<file path="src/hw/rtl/iar_pkg.sv">
package iar_pkg;

    localparam int DATA_W = 32;
    localparam int IDX_W  = 6;
    localparam int OP_W   = 2;
    localparam int STAT_W = 2;

    typedef enum logic [OP_W-1:0] {
        OP_READ   = 2'd0,
        OP_WRITE  = 2'd1,
        OP_INSERT = 2'd2,
        OP_REMOVE = 2'd3
    } t_op;

    typedef enum logic [STAT_W-1:0] {
        ST_OK    = 2'd0,
        ST_RANGE = 2'd1,
        ST_FULL  = 2'd2
    } t_status;

    typedef enum logic [1:0] {
        CMD_HOLD       = 2'd0,
        CMD_WRITE      = 2'd1,
        CMD_SHIFT_UP   = 2'd2,
        CMD_SHIFT_DOWN = 2'd3
    } t_cell_cmd;

    typedef struct packed {
        t_cell_cmd          cmd;
        logic [IDX_W-1:0]   idx;
    } t_cell_ctl;

endpackage

</file>
<file path="src/hw/rtl/iar_ctrl.sv">
module iar_ctrl
    import iar_pkg::*;
#(
    parameter int CAPACITY = 64,
    parameter int LW       = 7
) (
    input  t_op                 i_op,
    input  logic [IDX_W-1:0]    i_idx,
    input  logic [LW-1:0]       i_len,
    output t_cell_ctl           o_ctl,
    output logic [LW-1:0]       o_len_nxt,
    output t_status             o_status,
    output logic                o_rd_ok
);

    localparam int CW = (LW > IDX_W + 1) ? LW : IDX_W + 1;
    localparam logic [CW-1:0] CAP = CW'(CAPACITY);

    logic [CW-1:0] w_idx;
    logic [CW-1:0] w_idx1;
    logic [CW-1:0] w_len;
    logic          w_inside;

    assign w_idx    = CW'(i_idx);
    assign w_idx1   = w_idx + CW'(1);
    assign w_len    = CW'(i_len);
    assign w_inside = (w_idx < w_len);

    always_comb begin
        o_ctl.cmd = CMD_HOLD;
        o_ctl.idx = i_idx;
        o_len_nxt = i_len;
        o_status  = ST_OK;
        o_rd_ok   = 1'b0;
        case (i_op)
            OP_READ: begin
                if (w_inside) begin
                    o_rd_ok = 1'b1;
                end else begin
                    o_status = ST_RANGE;
                end
            end
            OP_REMOVE: begin
                if (w_inside) begin
                    o_ctl.cmd = CMD_SHIFT_DOWN;
                    o_len_nxt = LW'(w_len - CW'(1));
                end else begin
                    o_status = ST_RANGE;
                end
            end
            OP_WRITE, OP_INSERT: begin
                if ((i_op == OP_WRITE) && w_inside) begin
                    o_ctl.cmd = CMD_WRITE;
                end else if (w_idx > w_len) begin
                    if (w_idx1 > CAP) begin
                        o_status = ST_FULL;
                    end else begin
                        o_ctl.cmd = CMD_WRITE;
                        o_len_nxt = LW'(w_idx1);
                    end
                end else if (w_len >= CAP) begin
                    o_status = ST_FULL;
                end else begin
                    o_ctl.cmd = CMD_SHIFT_UP;
                    o_len_nxt = LW'(w_len + CW'(1));
                end
            end
            default: begin
                o_status = ST_OK;
            end
        endcase
    end

endmodule

</file>
<file path="config.mk">
export PLATFORM = sky130hd
export DESIGN_NAME = iar_ctrl
export DESIGN_NICKNAME = d
export VERILOG_FILES = /design/src/hw/rtl/iar_pkg.sv /design/src/hw/rtl/iar_ctrl.sv
export SDC_FILE = /design/constraint.sdc
export NUM_CORES = 1
export LEC_CHECK = 0
export BUFFER_PORTS_ARGS = -buffer_cell sky130_fd_sc_hd__buf_2
export CORE_AREA = 2 2 57 64
export DETAILED_ROUTE_END_ITERATION = 7
export DIE_AREA = 0 0 59 66
export GPL_ROUTABILITY_DRIVEN = 0
export PLACE_DENSITY = 0.61
export SETUP_SLACK_MARGIN = 0.3
export SLEW_MARGIN = 20
export SYNTH_ARGS = -nofsm -noshare
export SYNTH_HDL_FRONTEND = slang
export SYNTH_SLANG_ARGS = --single-unit
</file>
<file path="constraint.sdc">
create_clock -name vclk -period 2.8
set_input_delay 0.28 -clock vclk [all_inputs]
set_output_delay 0.28 -clock vclk [all_outputs]
set_load 0.1 [all_outputs]
</file>
# [Word level (Yosys, flattened, before mapping)]
# Index checks and enable logic that the tools add are counted.
[word_totals] regBits=0 latch_bits=0 ramBits=0 romBits=0 input_bits=15 output_inout_bits=18 elab_cells=34 n_memories=0
[op_classes] n_addsub=3 multipliers=0 n_div=0 n_lt_le_gt_ge=4 n_eq_ne=3 shifts=0 n_mux=20 bitwise=0 n_reduce_logical=4
[ops] operator="7-bit 2-to-1 mux" n=5
[ops] operator="2-bit 2-to-1 mux" n=8
[ops] operator="7-bit one-hot mux with 2 select lines" n=1
[ops] operator="2-bit one-hot mux with 2 select lines" n=2
[ops] operator="6-bit by 1-bit adder with 7-bit output, second input constant" n=1
[ops] operator="7-bit by 1-bit adder with 7-bit output, second input constant" n=1
[ops] operator="7-bit >= comparator, second input constant" n=1
[ops] operator="6-bit by 7-bit greater-than comparator with 1-bit output" n=1
[ops] operator="7-bit greater-than comparator, second input constant" n=1
[ops] operator="6-bit by 7-bit < comparator with 1-bit output" n=1
[ops] operator="7-bit by 1-bit subtractor with 7-bit output, second input constant" n=1
[ops] operator="2-bit equality test, second input constant" n=2
[ops] operator="1-bit 2-to-1 mux" n=4
[ops] operator="2-bit OR reduction" n=2
[ops] operator="2-bit by 1-bit equality test with 1-bit output, second input constant" n=1
[ops] operator="2-bit logical NOT" n=1
[ops] operator="1-bit logical AND" n=1

# [Depth between registers and ports, before layout]
[depth] depth_word=6 depth_mapped=10 mapped_depth_nobuf=8

# [Least setup slack after synthesis]
# No wires, ideal clock.
[synth_path] kind="input-to-output" start="input port i_len[3]" end="output port o_len_nxt[5]" arrival_time_ns=4.745 required_ns=2.520 path_slack_ns=-2.225 path_stages=9 n_path_buf=1 cell_sequence="clkbuf_1 -> inv_1 -> ha_1 -> a211oi_1 -> or3_4 -> nand2_1 -> o22ai_1 -> a311oi_1 -> o41ai_1"
[synth_via] elab_chain_cells=5
[synth_lines] element="start, declared" line_no="iar_ctrl.sv:9" text="input logic [LW-1:0] i_len,"
[synth_lines] element="7-bit by 1-bit adder with 7-bit output or 7-bit >= comparator (tied branches)" line_no="iar_ctrl.sv:65, iar_ctrl.sv:61"
[synth_lines] element="7-bit 2-to-1 mux" line_no="iar_ctrl.sv:61" text="end else if (w_len >= CAP) begin"
[synth_lines] element="7-bit 2-to-1 mux" line_no="iar_ctrl.sv:54" text="end else if (w_idx > w_len) begin"
[synth_lines] element="7-bit 2-to-1 mux" line_no="iar_ctrl.sv:52" text="if ((i_op == OP_WRITE) && w_inside) begin"
[synth_lines] element="7-bit one-hot mux with 2 select lines (*)" line_no="iar_ctrl.sv:35" text="case (i_op)"
[synth_lines] element="end, declared" line_no="iar_ctrl.sv:11" text="output logic [LW-1:0] o_len_nxt,"
# Every way passes the cells marked *; elsewhere a longest branch is shown, timed or not.

# [Worst setup path after layout]
[layout_path] start="input port i_len[4]" end="output port o_len_nxt[0]"
[layout_via] elab_chain_cells=5
[layout_lines] element="7-bit >= comparator" line_no="iar_ctrl.sv:61"
[layout_lines] element="7-bit 2-to-1 mux" line_no="iar_ctrl.sv:61"
[layout_lines] element="7-bit 2-to-1 mux" line_no="iar_ctrl.sv:54"
[layout_lines] element="7-bit 2-to-1 mux" line_no="iar_ctrl.sv:52"
[layout_lines] element="7-bit one-hot mux with 2 select lines (*)" line_no="iar_ctrl.sv:35"
# Marks and branches as above.

==> out/metrics.yaml <==
yosysWarnings: 0
num_antenna_cells: 0
die_height_um: 66
synthTopCellsByArea: "ha_1, a21oi_1, inv_1, nor2_1, nor3_1"
grt_usage: 0.2305
grt_pass1_vias: 1532
place_area_um2: 1645
post-route-period-util: 0.9145
worstPathCellList: "buf_8 -> inv_6 -> ha_4 -> and4b_2 -> nand4_1 -> buf_4 -> o21ai_4 -> nor2_4 -> a221o_1 -> a21oi_4 -> buf_12"
path_class: "in -> out"
hold_path.class: "in -> out"
ios: 33
final_period_minus_worst_setup_slack_ns: 2.561
multi_input_area_um2: 1310
post-dp-hpwl_um: 3077
arrival_ns: 2.28
dieArea_um2: 3894
startpoint: "i_len[4]"
critPathRequiredTime_ns: 2.52
slew_violations: 0
nNetsFinal: 233
max-vdd-ir-drop_v: 0.0001444
fin_cells: 238
yosysTopAreaCell: "ha_1"
nFillCells: 275
finalHoldWorstSlack_ns: 0.9554
syn-num-nets: 185
met3_length_um: 176
drt_pass1_iterations: 4
status: "complete, no violations"
cp_max_fo: 4
netlist-cell-type-count: 45
max_slew_margin: 0.5991
synth_cells: 156
slowest_delay_ns: 0.37
end_kind: "primary output"
core_um2: 3248
rows: 22
synth_common_cells: "ha_1, inv_1, nor2_1, a21oi_1, nand2_1"
max_cap_viol_count: 0
via_count: 1410
slowest_stage: "a221o_1"
drc: 0
drive_gt1_frac: 0.5693
vias_per_cell: 5.924
hold_start: "i_idx[4]"
holdPathStages: 2
grt_pass1_wl_um: 7093
first_iter_violations: 26
hold_viol: 0
regArea_um2: 0
worst_pin_slew_ns: 0.5968
setup_violations: 0
initial_core_util: 0.3351
die_w_um: 59
met2WireLength_um: 2288
antenna_found_initial: 0
port_buffers: 33
drt_wl_total_um: 4274
max_clock_freq_ghz: 0.3905
syn_area_um2: 1089
final_area_um2: 1998
wl_per_cell_um: 17.96
antenna_left: 0
worstSetupStartpointType: "input pin"
flops_and_latches: 0
synth_top_cell_area_share: 0.1609
area.growth.synth_to_final_pct: 83.56
synth.avg_cell_area_um2: 6.978
clkbuf_count: 0
seq_area_frac_synth: 0
grt_max_degree: 12
top_layer_used: "met4"
wl_met1_um: 1763
cellPowerDensity_nw_per_um2: 318.3
leakage_nw: 0.8360
rsz0062_at_grt: "yes"
grt_remaining_overflow: 0
placed_cells: 222
==> layout make-up <==
| type | instances | area share |
|---|---|---|
| multi-input cells | 130 | 0.6556 |
| inverters | 14 | 0.03256 |
| well taps | 36 | 0.02254 |
| repair buffers | 58 | 0.2893 |
==> logic make-up (layout without fill, tap and decap cells) <==
family | count (synthesis) | after routing | synth area share
AO/OA/AOI/OAI | 53 | 53 | 0.3541
XOR/XNOR | 4 | 4 | 0.03218
adder cells (fa/ha/maj) | 14 | 14 | 0.1609
buffers and inverters | 26 | 72 | 0.1402
multiplexers | 4 | 4 | 0.03793
AND/OR/NAND/NOR | 55 | 55 | 0.2747
==> critical path, delay by kind of cell <==
kind,cells,cell delay (ns)
buffers and inverters,4,0.53
and+or+nand+nor,3,0.57
AOI/OAI and AO/OA,3,0.63
adders and majority gates,1,0.26
==> path summary, 6_finish.rpt <==
path | endpoint | slack, ns
setup / recovery | o_len_nxt[0] | 0.24
hold / removal | o_ctl[4] | 0.96
==> through the flow <==
stage            util  TNS [ns]  setup WS, ns  power, mW
2_1_floorplan       -   -0.1340       -0.1340     0.4024
3_3_place_gp   0.5065         0       0.07464     0.5483
3_5_place_dp   0.5065         0       0.08641     0.5532
4_1_cts        0.5913         0        0.2890     0.6104
5_1_grt        0.6152         0        0.1758     0.6618
6_report       0.6152         0        0.2395     0.6360
==> report_power, final <==
group	total, mW	leakage [nW]	switching, mW	internal (mW)
Combinational	0.636	0.836	0.398	0.238
Sequential	0	0	0	0
Clock	0	0	0	0
==> placed cells by master, fill, tap and decap left out, types with 3 or more instances in the layout <==
cell	n
buf_4	23
buf_2	14
nor2_1	11
nand2_1	10
buf_12	10
inv_1	9
ha_1	9
buf_6	8
a21oi_4	6
nor3_1	6
o21ai_1	5
a31oi_1	5
ha_4	5
nand3_1	4
a21oi_1	4
and3_1	4
xnor2_1	4
o21ai_0	4
a211oi_4	3
nor3_4	3
mux2i_1	3
a21oi_2	3
buf_8	3
==> repair_timing <==
item                                    in CTS  in global routing
buffers inserted                            12                  3
gates resized for setup                     38                 21
endpoints found under the setup margin       9                  9
pin swaps                                   21                 14
hold buffers                                 0                  0
cloned                                       1                  0
==> per-layer routing <==
layer	vias to the layer above	track usage
met3	6	0.01174
met2	45	0.4306
li1	671	-
met4	0	0.09375
met1	688	0.2660
met5	-	0
(Power assumes the default switching activity.)
