[config.mk]
export PLATFORM = sky130hd
export DESIGN_NAME = iar_cell
export DESIGN_NICKNAME = d
export VERILOG_FILES = /design/src/hw/rtl/iar_pkg.sv /design/src/hw/rtl/iar_cell.sv
export SDC_FILE = /design/constraint.sdc
export NUM_CORES = 1
export LEC_CHECK = 0
export BUFFER_PORTS_ARGS = -buffer_cell sky130_fd_sc_hd__buf_2
export CAP_MARGIN = 20
export CORE_MARGIN = 2
export CORE_UTILIZATION = 35
export DETAILED_ROUTE_END_ITERATION = 7
export HOLD_SLACK_MARGIN = 0.15
export MAX_ROUTING_LAYER = met4
export PLACE_DENSITY = 0.77
export SYNTH_ARGS = -nofsm -noshare
export SYNTH_HDL_FRONTEND = slang
export SYNTH_SLANG_ARGS = --single-unit
[constraint.sdc]
create_clock -name i_clk -period 1.8 [get_ports i_clk]
set_clock_uncertainty 0.1 [all_clocks]
set_input_delay 0.18 -clock i_clk [delete_from_list [all_inputs] [get_ports i_clk]]
set_output_delay 0.18 -clock i_clk [all_outputs]
set_load 0.005 [all_outputs]
[src/hw/rtl/iar_pkg.sv]
package iar_pkg;

    localparam int DATA_W = 32;
    localparam int IDX_W  = 6;
    localparam int OP_W   = 2;
    localparam int STAT_W = 2;

    typedef enum logic [OP_W-1:0] {
        OP_READ   = 2'd0,
        OP_WRITE  = 2'd1,
        OP_INSERT = 2'd2,
        OP_REMOVE = 2'd3
    } t_op;

    typedef enum logic [STAT_W-1:0] {
        ST_OK    = 2'd0,
        ST_RANGE = 2'd1,
        ST_FULL  = 2'd2
    } t_status;

    typedef enum logic [1:0] {
        CMD_HOLD       = 2'd0,
        CMD_WRITE      = 2'd1,
        CMD_SHIFT_UP   = 2'd2,
        CMD_SHIFT_DOWN = 2'd3
    } t_cell_cmd;

    typedef struct packed {
        t_cell_cmd          cmd;
        logic [IDX_W-1:0]   idx;
    } t_cell_ctl;

endpackage

[src/hw/rtl/iar_cell.sv]
module iar_cell
    import iar_pkg::*;
#(
    parameter int CAPACITY = 64,
    parameter int POS      = 0
) (
    input  logic                i_clk,
    input  logic                i_rst_n,
    input  logic                i_en,
    input  t_cell_ctl           i_ctl,
    input  logic [DATA_W-1:0]   i_left,
    input  logic [DATA_W-1:0]   i_right,
    input  logic [DATA_W-1:0]   i_value,
    output logic [DATA_W-1:0]   o_q,
    output logic [DATA_W-1:0]   o_tap
);

    localparam int CLW = (CAPACITY > 1) ? $clog2(CAPACITY) : 1;
    localparam int PW  = (CLW > IDX_W) ? CLW : IDX_W;
    localparam logic [PW-1:0] MY_POS = PW'(POS);

    logic [DATA_W-1:0] r_q;
    logic [DATA_W-1:0] n_q;
    logic [PW-1:0]     w_idx;
    logic              w_hit;
    logic              w_above;

    assign w_idx   = PW'(i_ctl.idx);
    assign w_hit   = (w_idx == MY_POS);
    assign w_above = (MY_POS > w_idx);

    always_comb begin
        n_q = r_q;
        case (i_ctl.cmd)
            CMD_HOLD: begin
                n_q = r_q;
            end
            CMD_WRITE: begin
                if (w_hit) begin
                    n_q = i_value;
                end
            end
            CMD_SHIFT_UP: begin
                if (w_hit) begin
                    n_q = i_value;
                end else if (w_above) begin
                    n_q = i_left;
                end
            end
            CMD_SHIFT_DOWN: begin
                if (w_hit || w_above) begin
                    n_q = i_right;
                end
            end
            default: begin
                n_q = r_q;
            end
        endcase
    end

    always_ff @(posedge i_clk) begin
        if (!i_rst_n) begin
            r_q <= '0;
        end else if (i_en) begin
            r_q <= n_q;
        end
    end

    assign o_q   = r_q;
    assign o_tap = w_hit ? r_q : '0;

endmodule

# Word level (Yosys, flattened, before mapping)
# Index checks and enable logic that the tools add are counted.
# totals
out_inout_bits,64
input_bits,107
regBits,32
# op_classes
n_lt_le_gt_ge,1
n_eq_ne,6
n_mux,6
bitwise,1
reduce_logical,4
# op_table
op,n
32-bit 2-to-1 mux,5
32-bit case mux with 3 select lines,1
"1-bit by 6-bit greater-than comparator with 1-bit output, first input constant",1
6-bit zero test,1
5-bit AND reduction,1
"2-bit equality test, second input constant",2
"2-bit != test, second input constant",2
"3-bit != test, second input constant",1
"2-bit by 1-bit equality test with 1-bit output, second input constant",1
2-bit zero test,1
1-bit logical OR,1
1-bit NOT,1

# Depth between registers and ports, before layout
# Gate-level depths: netlist (run 1).
# logic_depth
ltp_word,4
ltp_mapped,5
depth_no_buf,3

# Worst setup path after synthesis (run 1)
# No wires, ideal clock.
# synth_path
path_type,input -> register
start,input i_ctl[2] (netlist bit)
end,"register r_q[0], in the netlist o_q[0]"
t_arrival_ps,1577
required_time_ps,1578
path_slack_ps,1
stages,5
cell_sequence,or4_4 or4_1 buf_6 buf_12 mux2i_1
# synth_between
elab_chain_cells,4
# synth_rtl
element,line_no,rtl
start: declaration,iar_cell.sv:10,"input t_cell_ctl i_ctl,"
1-bit by 6-bit greater-than comparator with 1-bit output or 6-bit zero test (tied branches),"iar_cell.sv:30, iar_cell.sv:29",
1-bit logical OR,iar_cell.sv:51,if (w_hit || w_above) begin
2-bit != test (no source line),-,
5-bit AND reduction (no source line),-,
end signal: assignment,iar_cell.sv:65,r_q <= n_q;
end: declaration,iar_cell.sv:22,logic [DATA_W-1:0] r_q;
# Parallel ways exist; a longest one is shown, timed or not.
# A chain may end at the register's enable or synchronous reset.

# Worst setup path after layout (run 1)
# layout_path
start,input i_ctl[2] (netlist bit)
end,"register r_q[18], in the netlist o_q[18]"
# Same word-level chain as after synthesis.

==> run_results.csv, run 1 <==
group,metric,value,unit
grt,grt_pass1_wl,8.34,mm
clock_network,post_cts_resized,2,
sta,worst_slack,0.0221,ns
setup_path,cp_max_fo,32,
floorplanning,ioPinCount,171,
synth,synth_top_cell_by_area,"dfxtp_1",
finish,post-route-util,49.4,%
routing,ant_nets,0,
placed_design,dp.cells,448,
sta,min_period,1.78,ns
sta,fmax,562,MHz
placed_design,gp_congestion,0.747,
grt,overflow,0,
floorplanning,die_y,80.9,µm
clock_network,postCtsSetupRepairBufs,0,
finish,layout.cells.non_filler,455,
placed_design,place_ws,-0.281,ns
setup_path,critPathTopFamily,"simple AND/OR/NAND/NOR gates",
sta,finalSetupViolCount,0,
sta,rsz0062_at_grt,"yes",
placed_design,io_buffers,138,
clock_network,cts_hold_buf,0,
synth,synth_edf_count,0,
grt,antenna_found_initial,0,
setup_path,cp_num_buf_inv,2,
synth,synth-async-reset-ratio,0,%
synth,netlist.area_leader.share,30.9,%
floorplanning,coreArea,5820,µm²
synth,yosysSeqAreaShare,30.9,%
job,drv_cap,0,
pwr,finalPower,0.00142,W
clock_network,cts_tree,"built",
synth,synthFlopType,"dfxtp_1",
clock_network,cts_buffers,5,
synth,yosysMostFrequentCell,"o21ai_0",
routing,drt_iter0_markers,68,
sta,hold_ws,0.234,ns
sta,slew_violations,0,
routing,drc,0,
setup_path,critPathRequiredTime,1.85,ns
floorplanning,fp-row-count,28,
synth,synth.avg_cell_area,8.09,µm²
floorplanning,fp.dieArea,6550,µm²
synth,yosys_warnings,0,
routing,wl_met3,355,µm
finish,syn_to_final_growth,38.6,%
setup_path,crit_chain,"buf_6 -> or4_4 -> or4_2 -> buf_12 -> mux2i_1",
setup_path,critPathSlowestCell,"or4_2",
sta,relSlewSlack,69.6,%
sta,finalHoldViolCount,0,
routing,maxUsedRoutingLayer,"met4",
synth,synth_cells,256,
routing,wl_met1,2.13,mm
setup_path,arrival,1.83,ns
routing,drtPass1Iterations,4,
setup_path,endpoint_kind,"register",
routing,viasPerCell,4.75,
setup_path,slowest_delay,0.66,ns
clock_network,cts_buffer_depth,2,
routing,via_count,2161,
finish,nets,487,
setup_path,crit_type,"primary input to register",
clock_network,cts_root_buf,"clkbuf_8",
synth,post_synth_num_cell_types,13,
grt,grt_max_degree,65,
clock_network,h-tree-depth,2,
synth,ys_top_cells_by_area,"dfxtp_1 (31%), mux2i_1 (15%), a21boi_0 (12%)",
routing,dr_wl_met2,2.59,mm
clock_network,clk_latency,0.27,ns
routing,drt-wirelength-per-cell,11.3,µm
clock_network,path_clk_slew,0.06,ns
sta,tightestPinTransition,0.456,ns
floorplanning,start_util,35.6,%
grt,gr-usage-all-layers,16.5,%
sta,post-route-period-util,98.8,%
clock_network,clock_sinks,32,
synth,ys_ff_latch,32,
finish,drive_gt1_share,40.5,%
status,status,"finished clean",
placed_design,dp_hpwl,3.86,mm
pwr,powerDensity,495,nW/µm²
floorplanning,die-width,80.9,µm
worst_hold_path,hold_class,"primary input to register",
pwr,peakVddDrop,0.256,mV
synth,synth_area,2070,µm²
grt,grt_pass1_vias,1943,
pwr,p_leak,1.72,nW
setup_path,startpoint_type,"primary input",
finish,largest_reg_flops,32,
routing,drt_wl_total,5.15,mm
synth,syn-num-nets,363,
finish,diodes,0,
-- final timing paths --
kind | start | end | slack [ns] | depth (start not counted)
setup / recovery | i_ctl[2] | o_q[18] | 0.02 | 5
hold / removal | i_right[28] | o_q[28] | 0.23 | 4
setup reg to reg | o_q[1] | o_q[1] | 1.06 | 2
hold reg to reg | o_q[24] | o_q[24] | 0.37 | 2
-- metal layers --
layer / GRT usage [%] / vias up
met3: 3.11 / 7
met2: 30.2 / 93
li1: - / 1130
met1: 17.9 / 931
met4: 5.42 / 0
met5: - / -
-- metrics by stage --
stage          TNS (ns)  cell area, µm²
4_1_cts               0            2870
5_1_grt          -0.901            2870
3_5_place_dp      -9.68            2780
2_1_floorplan         0            2070
6_report              0            2870
3_3_place_gp      -8.14            2780
-- cells by family after synthesis --
group	Yosys count	share of synthesized area, %
AOI/OAI and AO/OA	65	19.6
and+or+nand+nor	99	26.3
DFF	32	30.9
buffers and inverters	28	7.79
muxes	32	15.5
-- layout by cell type (no fill, tap or decap), drive strengths merged --
cell type / Yosys / layout
or4: 2 / 2
nor3: 1 / 1
buf: 4 / 145
and2: 32 / 32
clkinv: 0 / 1
dfxtp: 32 / 32
clkbuf: 24 / 6
nand2: 32 / 32
o21ai: 33 / 33
a21boi: 32 / 32
and3: 32 / 32
mux2i: 32 / 32
-- worst register-to-register path, cell delays in order, from the launching register on --
cell and delay, ns:
dfxtp_1 0.36, nand2_1 0.06, mux2i_1 0.15
-- report_power, final --
group          leakage [nW]  switching [W]  internal [W]
sequential            0.258     0.00000156      0.000711
clock                0.0410       0.000233      0.000262
combinational          1.42       0.000101      0.000114
total                  1.72       0.000335       0.00109
-- layout make-up --
| type | count | area (µm²) |
|---|---|---|
| Clock inverter | 1 | 5.00 |
| Multi-Input combinational cell | 196 | 1280 |
| Sequential cell | 32 | 641 |
| Clock buffer | 6 | 72.6 |
| Fill cell | 594 | 2940 |
| Tap cell | 75 | 93.8 |
| Timing Repair Buffer | 145 | 778 |
Power figures use the tool's default switching activity.
==> run 2, diff against run 1 <==
CELL_PAD_IN_SITES_DETAIL_PLACEMENT = 0   (was default)
CELL_PAD_IN_SITES_GLOBAL_PLACEMENT = 1   (was default)
CORE_UTILIZATION = 23   (was 35)
PLACE_DENSITY = default   (was 0.77)
PLACE_DENSITY_LB_ADDON = 0.1   (was default)
REMOVE_ABC_BUFFERS = 1   (was default)
==> run 2 against run 1 <==
Clock power grew 16%. Global-route usage is 3.3 points lower. Total power increased by 6.0%. Hold slack improved by 0.0030 ns. Register-to-register slack better by 0.02 ns. Fmax fell by 1.1%. Routed wire length rose by 25%. First-iteration DRC count down 46%. Core utilization fell by 16 points. Sequential share of layout area is 0.38 points lower. Non-clock buffer count stayed put. Sequential power about the same. Critical endpoint is now o_q[22].
==> run_results.csv, run 2 (synthesized netlist as in run 1, its figures left out) <==
group,metric,value,unit
status,status,"finished clean",
sta,relSlewSlack,69.0,%
floorplanning,die_y,98.9,µm
routing,ant_nets,0,
routing,via_count,2172,
floorplanning,coreArea,8720,µm²
clock_network,path_clk_slew,0.07,ns
grt,grt_max_degree,65,
placed_design,gp_congestion,0.677,
routing,drt_iter0_markers,37,
clock_network,cts_tree,"built",
clock_network,post_cts_resized,0,
pwr,powerDensity,515,nW/µm²
setup_path,endpoint_kind,"register",
finish,syn_to_final_growth,41.1,%
clock_network,clk_latency,0.27,ns
sta,rsz0062_at_grt,"yes",
routing,drt-wirelength-per-cell,13.1,µm
finish,diodes,0,
grt,antenna_found_initial,0,
floorplanning,ioPinCount,171,
sta,finalSetupTns,0,ns
grt,gr-usage-all-layers,13.2,%
sta,slew_violations,0,
clock_network,cts_root_buf,"clkbuf_8",
finish,nFillCells,968,
clock_network,cts_buffers,5,
floorplanning,die-width,98.9,µm
sta,min_period,1.80,ns
clock_network,clock_sinks,32,
placed_design,dp.cells,481,
clock_network,h-tree-depth,2,
sta,tightestPinTransition,0.465,ns
placed_design,io_buffers,138,
setup_path,arrival,1.86,ns
floorplanning,fp.dieArea,9780,µm²
finish,layout_commonest_cell,"buf_2",
floorplanning,start_util,23.8,%
finish,largest_reg_flops,32,
routing,drt_wl_total,6.42,mm
setup_path,critPathRequiredTime,1.86,ns
clock_network,cts_buffer_depth,2,
routing,viasPerCell,4.44,
sta,finalSetupViolCount,0,
floorplanning,fp-row-count,34,
setup_path,crit_type,"primary input to register",
finish,drive_gt1_share,40.4,%
pwr,peakVddDrop,0.200,mV
worst_hold_path,hold_class,"primary input to register",
grt,grt_pass1_wl,10.1,mm
routing,drc,0,
setup_path,startpoint_type,"primary input",
sta,fmax,556,MHz
finish,layout.cells.non_filler,489,
sta,finalHoldViolCount,0,
finish,nets,487,
pwr,finalPower,0.00151,W
grt,overflow,0,
setup_path,cp_max_fo,32,
finish,layout_common_cells,"buf_2 (138), o21ai_0 (33)",
routing,drtPass1Iterations,4,
pwr,p_leak,1.72,nW
placed_design,dp_hpwl,4.57,mm
grt,grt_pass1_vias,1934,
finish,post-route-util,33.5,%
job,drv_cap,0,
sta,post-route-period-util,99.9,%
==> run 2: changes by cell type in the layout (fill, tap and decap cells not counted) <==
cell,previous run,this run
buf_12,2,3
buf_2,137,138
buf_6,2,0
clkbuf_1,1,2
clkbuf_8,5,6
clkinv_2,1,0
nor3_2,0,1
nor3_4,1,0
==> run 2: routing by layer <==
layer,wire [µm],track usage [%],share of wire [%],vias to the layer above
met5,0,-,0,-
met4,60,3.79,0.94,0
met3,427,2.70,6.7,5
met2,2870,20.4,45,79
met1,3060,17.6,48,961
li1,-,-,-,1127
==> run 2: path summary, 6_finish.rpt <==
kind | slack [ns] | cells past startpoint | startpoint | to
worst min-delay path | 0.24 | 4 | i_right[21] | o_q[21]
worst max-delay path | 0.003 | 5 | i_ctl[2] | o_q[22]
worst max register to register | 1.08 | 2 | o_q[13] | o_q[13]
worst min register to register | 0.37 | 2 | o_q[21] | o_q[21]
==> run 2: layout make-up <==
class                      instances  area [µm²]  area share, %
timing repair buffer             145         781           26.7
tap                              108         135           4.62
clock buffer                       8        90.1           3.08
sequential                        32         641           21.9
multi-input combinational        196        1280           43.7
==> run 2: worst max-delay path, stage by stage <==
cell and delay (ns):
buf_2 0.09, or4_4 0.53, or4_2 0.66, buf_12 0.22, mux2i_1 0.15
==> run 2: through the flow <==
step | hold WS (ns) | cell area (µm²) | setup slack [ns]
after floorplan | 0.230 | 1910 | -0.504
after global placement | 0.352 | 2830 | -0.266
after detailed placement | 0.367 | 2830 | -0.293
after CTS | 0.227 | 2920 | 0.0218
after global routing | 0.251 | 2920 | -0.0249
final | 0.237 | 2920 | 0.00256
==> run 2: power by group <==
group / switching, W / internal (W) / leakage (nW)
sequential: 0.00000154 / 0.000710 / 0.258
clock: 0.000261 / 0.000312 / 0.0455
combinational: 0.000105 / 0.000117 / 1.42
==> run 2: what timing repair did <==
item | CTS | global route
setup buffers | 0 | 0
setup endpoints to repair | 0 | 10
hold buffers | 0 | 0
